## config.mk

```make
export PLATFORM = sky130hd
export DESIGN_NAME = multilevel_feedback_queue_scheduler
export DESIGN_NICKNAME = d
export VERILOG_FILES = /design/src/sv/mlfq_pkg.sv /design/src/sv/multilevel_feedback_queue_scheduler.sv
export SDC_FILE = /design/constraint.sdc
export NUM_CORES = 2
export LEC_CHECK = 0
export ABC_AREA = 1
export ABC_CLOCK_PERIOD_IN_PS = 5600
export BUFFER_PORTS_ARGS = -buffer_cell sky130_fd_sc_hd__buf_2
export CORE_AREA = 2 2 311 313
export DETAILED_ROUTE_END_ITERATION = 7
export DIE_AREA = 0 0 313 315
export GPL_TIMING_DRIVEN = 1
export PLACE_DENSITY = 0.78
export SYNTH_ARGS = -nofsm -noshare
export SYNTH_HDL_FRONTEND = slang
export SYNTH_SLANG_ARGS = --single-unit
```

## constraint.sdc

```tcl
create_clock -name clk -period 5.6 [get_ports clk]
set_clock_uncertainty 0.05 [all_clocks]
set_input_delay 0.28 -clock clk [delete_from_list [all_inputs] [get_ports clk]]
set_output_delay 0.28 -clock clk [all_outputs]
set_load 0.02 [all_outputs]
```

## src/sv/mlfq_pkg.sv

```systemverilog
`default_nettype none
// ----------------------------------------------------------------------------
// mlfq_pkg
// Types and fixed constants shared by the feedback queue scheduler files.
// ----------------------------------------------------------------------------
package mlfq_pkg;

  localparam int PROC_W    = 8;
  localparam int QUANTUM_W = 9;
  localparam int LIU_W     = 4;

  localparam logic [LIU_W-1:0] LIU_RESET = 4'd4;

  localparam logic OP_ADD  = 1'b0;
  localparam logic OP_NEXT = 1'b1;

  typedef struct packed {
    logic              opcode;
    logic              has_current;
    logic [PROC_W-1:0] proc_id;
  } in_item_t;

  typedef struct packed {
    logic                 found;
    logic [PROC_W-1:0]    next_proc;
    logic [QUANTUM_W-1:0] quantum;
    logic                 all_empty;
    logic                 overflow;
  } out_item_t;

endpackage
`default_nettype wire

```

## src/sv/multilevel_feedback_queue_scheduler.sv

```systemverilog
`default_nettype none
// ----------------------------------------------------------------------------
// multilevel_feedback_queue_scheduler
// Multilevel feedback queue of process ids held in one synchronous memory.
// ----------------------------------------------------------------------------
// Usage:
//   Requests arrive on the in channel (in_valid / in_ready, payload in_item).
//   An add request places proc_id at the tail of level 0. A next request may
//   hand back the running process, which is queued one level below the level
//   last dispatched (never beyond the last level in use), and then takes the
//   head of the highest priority non-empty level, with a quantum of
//   2^(level+1). Every request yields exactly one result on the out channel
//   (out_valid / out_ready, payload out_item).
//   A request is handled in two steps: the transfer cycle updates the queue
//   pointers and issues the memory write and read, and the response state,
//   once the output register is free, collects the registered read data
//   into the output register. A new request is taken only after that.
//   The output register holds a finished result, so the next request can be
//   taken while the receiver stalls; a second result then waits until the
//   output register is free. Reset clears all pointers, counts, the last
//   dispatched level and both channels; levels_in_use returns to 4. The id
//   store itself is not cleared, since an entry is only read after it has
//   been written. levels_in_use is written through cfg_write / cfg_data;
//   the user must do so only while idle, as the block does not check it.
// ----------------------------------------------------------------------------
module multilevel_feedback_queue_scheduler #(
  parameter int MAX_LEVELS   = 8,
  parameter int QUEUE_DEPTH  = 16,
  parameter int PROC_ID_BITS = 8
) (
  input  wire                      clk,
  input  wire                      rst,
  input  wire                      in_valid,
  output logic                     in_ready,
  input  mlfq_pkg::in_item_t       in_item,
  output logic                     out_valid,
  input  wire                      out_ready,
  output mlfq_pkg::out_item_t      out_item,
  input  wire                      cfg_write,
  input  wire [mlfq_pkg::LIU_W-1:0] cfg_data
);
  import mlfq_pkg::*;

  localparam int LW    = (MAX_LEVELS > 1) ? $clog2(MAX_LEVELS) : 1;
  localparam int PW    = $clog2(QUEUE_DEPTH);
  localparam int CW    = $clog2(QUEUE_DEPTH + 1);
  localparam int AW    = $clog2(MAX_LEVELS * QUEUE_DEPTH);
  localparam int DEPTH = MAX_LEVELS * QUEUE_DEPTH;

  localparam logic S_IDLE = 1'b0;
  localparam logic S_RESP = 1'b1;

  // Control state.
  logic                 state;
  logic [LIU_W-1:0]     levels_in_use;
  logic [LW-1:0]        last_level;
  logic [PW-1:0]        level_head  [MAX_LEVELS];
  logic [PW-1:0]        level_tail  [MAX_LEVELS];
  logic [CW-1:0]        level_count [MAX_LEVELS];

  // Id store: one write and one registered read per cycle.
  logic [PROC_ID_BITS-1:0] level_fifo_store [DEPTH];
  logic [PROC_ID_BITS-1:0] rd_data;

  // Result of the transfer cycle, completed once the read data is back.
  logic                    p_found;
  logic [QUANTUM_W-1:0]    p_quantum;
  logic                    p_all_empty;
  logic                    p_overflow;
  logic                    p_fwd;
  logic [PROC_ID_BITS-1:0] p_fwd_id;

  logic                    accept;
  logic [LIU_W-1:0]        n_act;
  logic [LIU_W-1:0]        lv_up;
  logic [LIU_W-1:0]        lv_lim;
  logic [LW-1:0]           push_lvl;
  logic                    do_push;
  logic                    push_ok;
  logic                    push_full;
  logic                    do_pop;
  logic [LW-1:0]           pop_lvl;
  logic [CW-1:0]           cnt_push [MAX_LEVELS];
  logic [CW-1:0]           cnt_next [MAX_LEVELS];
  logic                    empty_next;
  logic [AW-1:0]           wr_addr;
  logic [AW-1:0]           rd_addr;
  logic [PROC_ID_BITS-1:0] wr_data;
  logic                    out_free;
  logic [PROC_ID_BITS-1:0] pop_id;

  function automatic logic [PW-1:0] ptr_inc(input logic [PW-1:0] p);
    return (p == PW'(QUEUE_DEPTH - 1)) ? '0 : p + PW'(1);
  endfunction

  assign in_ready = (state == S_IDLE);
  assign accept   = in_valid && in_ready;
  assign out_free = !out_valid || out_ready;

  // Register values outside 1..MAX_LEVELS are clamped.
  always_comb begin
    if (levels_in_use == '0) begin
      n_act = LIU_W'(1);
    end else if (int'(levels_in_use) > MAX_LEVELS) begin
      n_act = LIU_W'(MAX_LEVELS);
    end else begin
      n_act = levels_in_use;
    end
  end

  // Hand-back goes one level below the last dispatched level, clamped.
  always_comb begin
    lv_up  = LIU_W'(last_level) + LIU_W'(1);
    lv_lim = n_act - LIU_W'(1);
    if (in_item.opcode == OP_ADD) begin
      push_lvl = '0;
    end else if (lv_up > lv_lim) begin
      push_lvl = LW'(lv_lim);
    end else begin
      push_lvl = LW'(lv_up);
    end
  end

  assign do_push   = (in_item.opcode == OP_ADD) || in_item.has_current;
  assign push_full = (level_count[push_lvl] == CW'(QUEUE_DEPTH));
  assign push_ok   = do_push && !push_full;

  // Counts after the enqueue, then the dequeue from the highest priority (lowest numbered) level.
  always_comb begin
    do_pop     = 1'b0;
    pop_lvl    = '0;
    empty_next = 1'b1;
    for (int i = 0; i < MAX_LEVELS; i++) begin
      cnt_push[i] = level_count[i];
      if (push_ok && (push_lvl == LW'(i))) begin
        cnt_push[i] = level_count[i] + CW'(1);
      end
    end
    if (in_item.opcode == OP_NEXT) begin
      for (int i = 0; i < MAX_LEVELS; i++) begin
        if (!do_pop && (i < int'(n_act)) && (cnt_push[i] != '0)) begin
          do_pop  = 1'b1;
          pop_lvl = LW'(i);
        end
      end
    end
    for (int i = 0; i < MAX_LEVELS; i++) begin
      cnt_next[i] = cnt_push[i];
      if (do_pop && (pop_lvl == LW'(i))) begin
        cnt_next[i] = cnt_push[i] - CW'(1);
      end
      if ((i < int'(n_act)) && (cnt_next[i] != '0)) begin
        empty_next = 1'b0;
      end
    end
  end

  assign wr_addr = AW'(int'(push_lvl) * QUEUE_DEPTH + int'(level_tail[push_lvl]));
  assign rd_addr = AW'(int'(pop_lvl) * QUEUE_DEPTH + int'(level_head[pop_lvl]));
  assign wr_data = PROC_ID_BITS'(in_item.proc_id);

  always_ff @(posedge clk) begin
    if (accept && push_ok) begin
      level_fifo_store[wr_addr] <= wr_data;
    end
    if (accept && do_pop) begin
      rd_data <= level_fifo_store[rd_addr];
    end
  end

  // Pending result fields; an id pushed into an empty level and popped in
  // the same transfer is forwarded past the memory.
  always_ff @(posedge clk) begin
    if (accept) begin
      p_found     <= do_pop;
      p_quantum   <= do_pop ? (QUANTUM_W'(2) << pop_lvl) : '0;
      p_all_empty <= empty_next;
      p_overflow  <= do_push && push_full;
      p_fwd       <= push_ok && do_pop && (wr_addr == rd_addr);
      p_fwd_id    <= wr_data;
    end
  end

  always_ff @(posedge clk) begin
    if (rst) begin
      levels_in_use <= LIU_RESET;
      last_level    <= '0;
      for (int i = 0; i < MAX_LEVELS; i++) begin
        level_head[i]  <= '0;
        level_tail[i]  <= '0;
        level_count[i] <= '0;
      end
    end else begin
      if (cfg_write) begin
        levels_in_use <= cfg_data;
      end
      if (accept) begin
        for (int i = 0; i < MAX_LEVELS; i++) begin
          level_count[i] <= cnt_next[i];
        end
        if (push_ok) begin
          level_tail[push_lvl] <= ptr_inc(level_tail[push_lvl]);
        end
        if (do_pop) begin
          level_head[pop_lvl] <= ptr_inc(level_head[pop_lvl]);
          last_level          <= pop_lvl;
        end
      end
    end
  end

  assign pop_id = p_fwd ? p_fwd_id : rd_data;

  always_ff @(posedge clk) begin
    if (rst) begin
      state     <= S_IDLE;
      out_valid <= 1'b0;
    end else begin
      unique case (state)
        S_IDLE: begin
          if (accept) begin
            state <= S_RESP;
          end
        end
        S_RESP: begin
          if (out_free) begin
            state <= S_IDLE;
          end
        end
        default: begin
          state <= S_IDLE;
        end
      endcase
      if ((state == S_RESP) && out_free) begin
        out_valid <= 1'b1;
      end else if (out_ready) begin
        out_valid <= 1'b0;
      end
    end
  end

  always_ff @(posedge clk) begin
    if ((state == S_RESP) && out_free) begin
      out_item.found     <= p_found;
      out_item.next_proc <= p_found ? PROC_W'(pop_id) : '0;
      out_item.quantum   <= p_quantum;
      out_item.all_empty <= p_all_empty;
      out_item.overflow  <= p_overflow;
    end
  end

endmodule
`default_nettype wire

```

==> impl_metrics.yaml <==
status:
  run_status: "finished with violations"
  violations: "setup timing"
pwr:
  pwr-share-seq_pct: 36.3
  peakVddDrop_mv: 0.2644
  clockPowerShare_pct: 28.6
  p_sw_share_pct: 33.97
  p_comb_share_pct: 35.1
  leakage_nw: 27.33
  switching_power_w: 0.009341
  p_int_w: 0.01816
  power_density_nw_per_um2: 406.8
clock_tree:
  clk_pin_slew_ns: 0.06
  root_buffer: "clkbuf_16"
  htree_levels: 3
  clock_path_buffers: 3
  cts_tree: "done"
  cts_made_buffers: 114
  clock_latency_ns: 0.72
  cts_sinks: 1184
route:
  drt-pass1-iter-count: 6
  first_iter_violations: 6145
  wl_mm: 165.6
  ant_nets: 0
  wl_per_cell_um: 23.38
  drc_errors: 0
  avgViaCountPerCell: 5.973
  vias: 42320
worst_setup_path:
  path_max_fanout: 13
  arrival_ns: 7.22
  crit_path_frequent_cell: "nand2_1"
  worstPathRequired_ns: 6.03
  ff2ff_path_depth: 45
  critPathMaxStageDelay_ns: 0.34
  crit_path_start_kind: "flip-flop"
  endpoint_kind: "flip-flop"
  crit_type: "flip-flop to flip-flop"
  cp_slowest_cell: "dfxtp_2"
logic_synthesis:
  syn-num-nets: 5203
  yosysMostFrequentCell: "nand2_1"
  synth_cells: 5152
  synthTopCellsByArea: "edfxtp_1, nand2_1, nand3_1, inv_1, nand3b_1"
  synthFlopType: "edfxtp_1"
  synth_top_area_share_pct: 65.34
  synth_top_cell_by_area: "edfxtp_1"
  ys_seq_area_share_pct: 65.67
  syn_avg_cell_area_um2: 10.48
  synth-seq-cells: 1184
  syn_area_um2: 54000
  synth_warnings: 0
  synth_cell_types: 54
  synth_edf_count: 1175
  synthTopCellsByCount: "nand2_1, edfxtp_1, nand3_1"
  async_reset_ff_share_pct: 0
timing:
  setup_viol: 118
  fin_crit_sh_pct: 121.3
  drv_slew: 0
  relSlewSlack_pct: 24.44
  rsz0062_at_grt: "true"
  hold_viol: 0
  worstMarginPinSlew_ns: 1.132
  finalCriticalPeriod_ns: 6.791
  timing.hold.ws_ns: 0.1051
  max_freq_mhz: 147.3
  worst_slack_ns: -1.191
global_routing:
  antenna_found_initial: 2
  grt_pass1_wl_mm: 238.6
  grt_max_degree: 86
  grt_pass1_vias: 40940
  overflow: 0
  grtUsageTotal_pct: 31.90
worst_hold_path:
  worstHoldPathCells: 1
  hold_path_class: "primary input to flip-flop"
run:
  cap_violations: 0
final_layout:
  areaGrowthSynthToFinish_pct: 25.17
  final_area_um2: 67590
  drive_gt1_share_pct: 22.78
  fin_nets: 5770
floorplanning:
  die_w_um: 313
  dieArea_um2: 98600
  num_io_pins: 41
  rows: 114
  fp.coreArea_um2: 95710
  die_h_um: 315
  initial_core_util_pct: 56.42
place:
  gp_congestion: 0.9412
  hpwl_mm: 93.06
  placed_cell_area_um2: 59370
  io_buffers: 39
  post-place-ws_ns: -1.387
path summary, 6_finish.rpt:
| kind | from | endpoint | slack (ns) |
|---|---|---|---|
| worst max-delay path | levels_in_use[1] | rd_data[7] | -1.19 |
| worst min-delay path | in_item[0] | level_fifo_store[70][0] | 0.11 |
| worst max register to register | levels_in_use[1] | rd_data[7] | -1.19 |
| worst min register to register | p_quantum[4] | out_item[6] | 0.37 |
metrics by stage:
stage                     total power (W)  util [%]  instances  setup TNS (ns)
after floorplan                   0.01430         -       5152          -2.769
after global placement            0.01727     62.03       6716          -47.50
after detailed placement          0.01742     62.03       6716          -61.92
after CTS                         0.02634     68.81       7026          -31.56
after global routing              0.02824     70.61       7083          -96.25
final                             0.02750     70.62       7086          -57.09
registers in the layout, summed over array words and instances (netlist names), 8 cells and up:
signal / count
p_quantum: 8
level_head: 32
out_item: 19
level_count: 40
level_fifo_store: 1024
p_fwd_id: 8
rd_data: 8
level_tail: 32
kinds of logic after synthesis:
kind of cell	after synthesis	synth area share, %
simple gates	2666	22.38
flops	1184	65.67
buf+inv	926	7.021
compound gates	278	3.109
xor+xnor	59	0.9708
fa+ha+maj	32	0.7414
mux	5	0.09500
other cells	2	0.01391
power groups by stage:
stage / logic, W / clock network, W / registers, W
after floorplan: 0.00416 / 0 / 0.0101
after CTS: 0.00853 / 0.00784 / 0.00998
after global placement: 0.00711 / 0 / 0.0102
after detailed placement: 0.00726 / 0 / 0.0102
final: 0.00965 / 0.00787 / 0.00998
after global routing: 0.0101 / 0.00819 / 0.00998
cell usage in the layout (no fill, tap or decap), drive strengths merged, types with 3 or more instances in the layout:
cell         Yosys  layout
clkinv           7      55
a22oi            5       5
bufbuf           0       7
dfxtp            9       9
xnor2            7       7
edfxtp        1175    1175
o21ai          114     114
xor2            52      52
dlygate4sd3      0      17
nand4           23      23
bufinv           0      16
diode            0       3
nand2         1239    1241
inv            656     659
or2             25      25
nor3            21      21
mux2i            4       4
clkbuf          76     148
nand3b         223     223
nor2           424     425
buf            187     670
nand3          709     711
a21oi           56      56
clkinvlp         0       4
o211ai          87      87
ha              32      32
o22ai            3       3
routing by layer:
layer  vias to the layer above  routed length (µm)  global-route usage (%)
met5                         -                  14                 0.09671
met2                      3077               78410                   51.66
met1                     20100               56850                   40.58
met3                       648               20460                   6.427
li1                      18500                   -                       -
met4                         2                9912                   17.56
what timing repair did:
action | 4_1_cts | 5_1_grt
endpoints found under the setup margin | 117 | 122
resized for setup | 309 | 266
endpoints found under the hold margin | 15 | 0
pin swaps | 103 | 128
hold buffers | 17 | 0
buffers inserted | 66 | 50
gates cloned | 26 | 16
cell type report:
cell class              count  area (µm²)
flip-flops and latches   1184       35470
fillers                  5986       28120
multi-input cells        3047       16790
repair buffers            709        7443
clock buffers             133        2967
inverters                 663        2536
well taps                1276        1597
clock inverters            71       782.0
diodes                      3       7.507
critical path, delay by kind of cell, from the launching register on:
kind,cells,cell delay (ns)
xor gates and xnor gates,2,0.33
DFF,1,0.34
and+or+nand+nor,25,2.97
adders and majority gates,3,0.64
AOI/OAI and AO/OA,5,0.96
buffers and inverters,10,1.24
No activity file was read; power rests on OpenSTA's default activity.
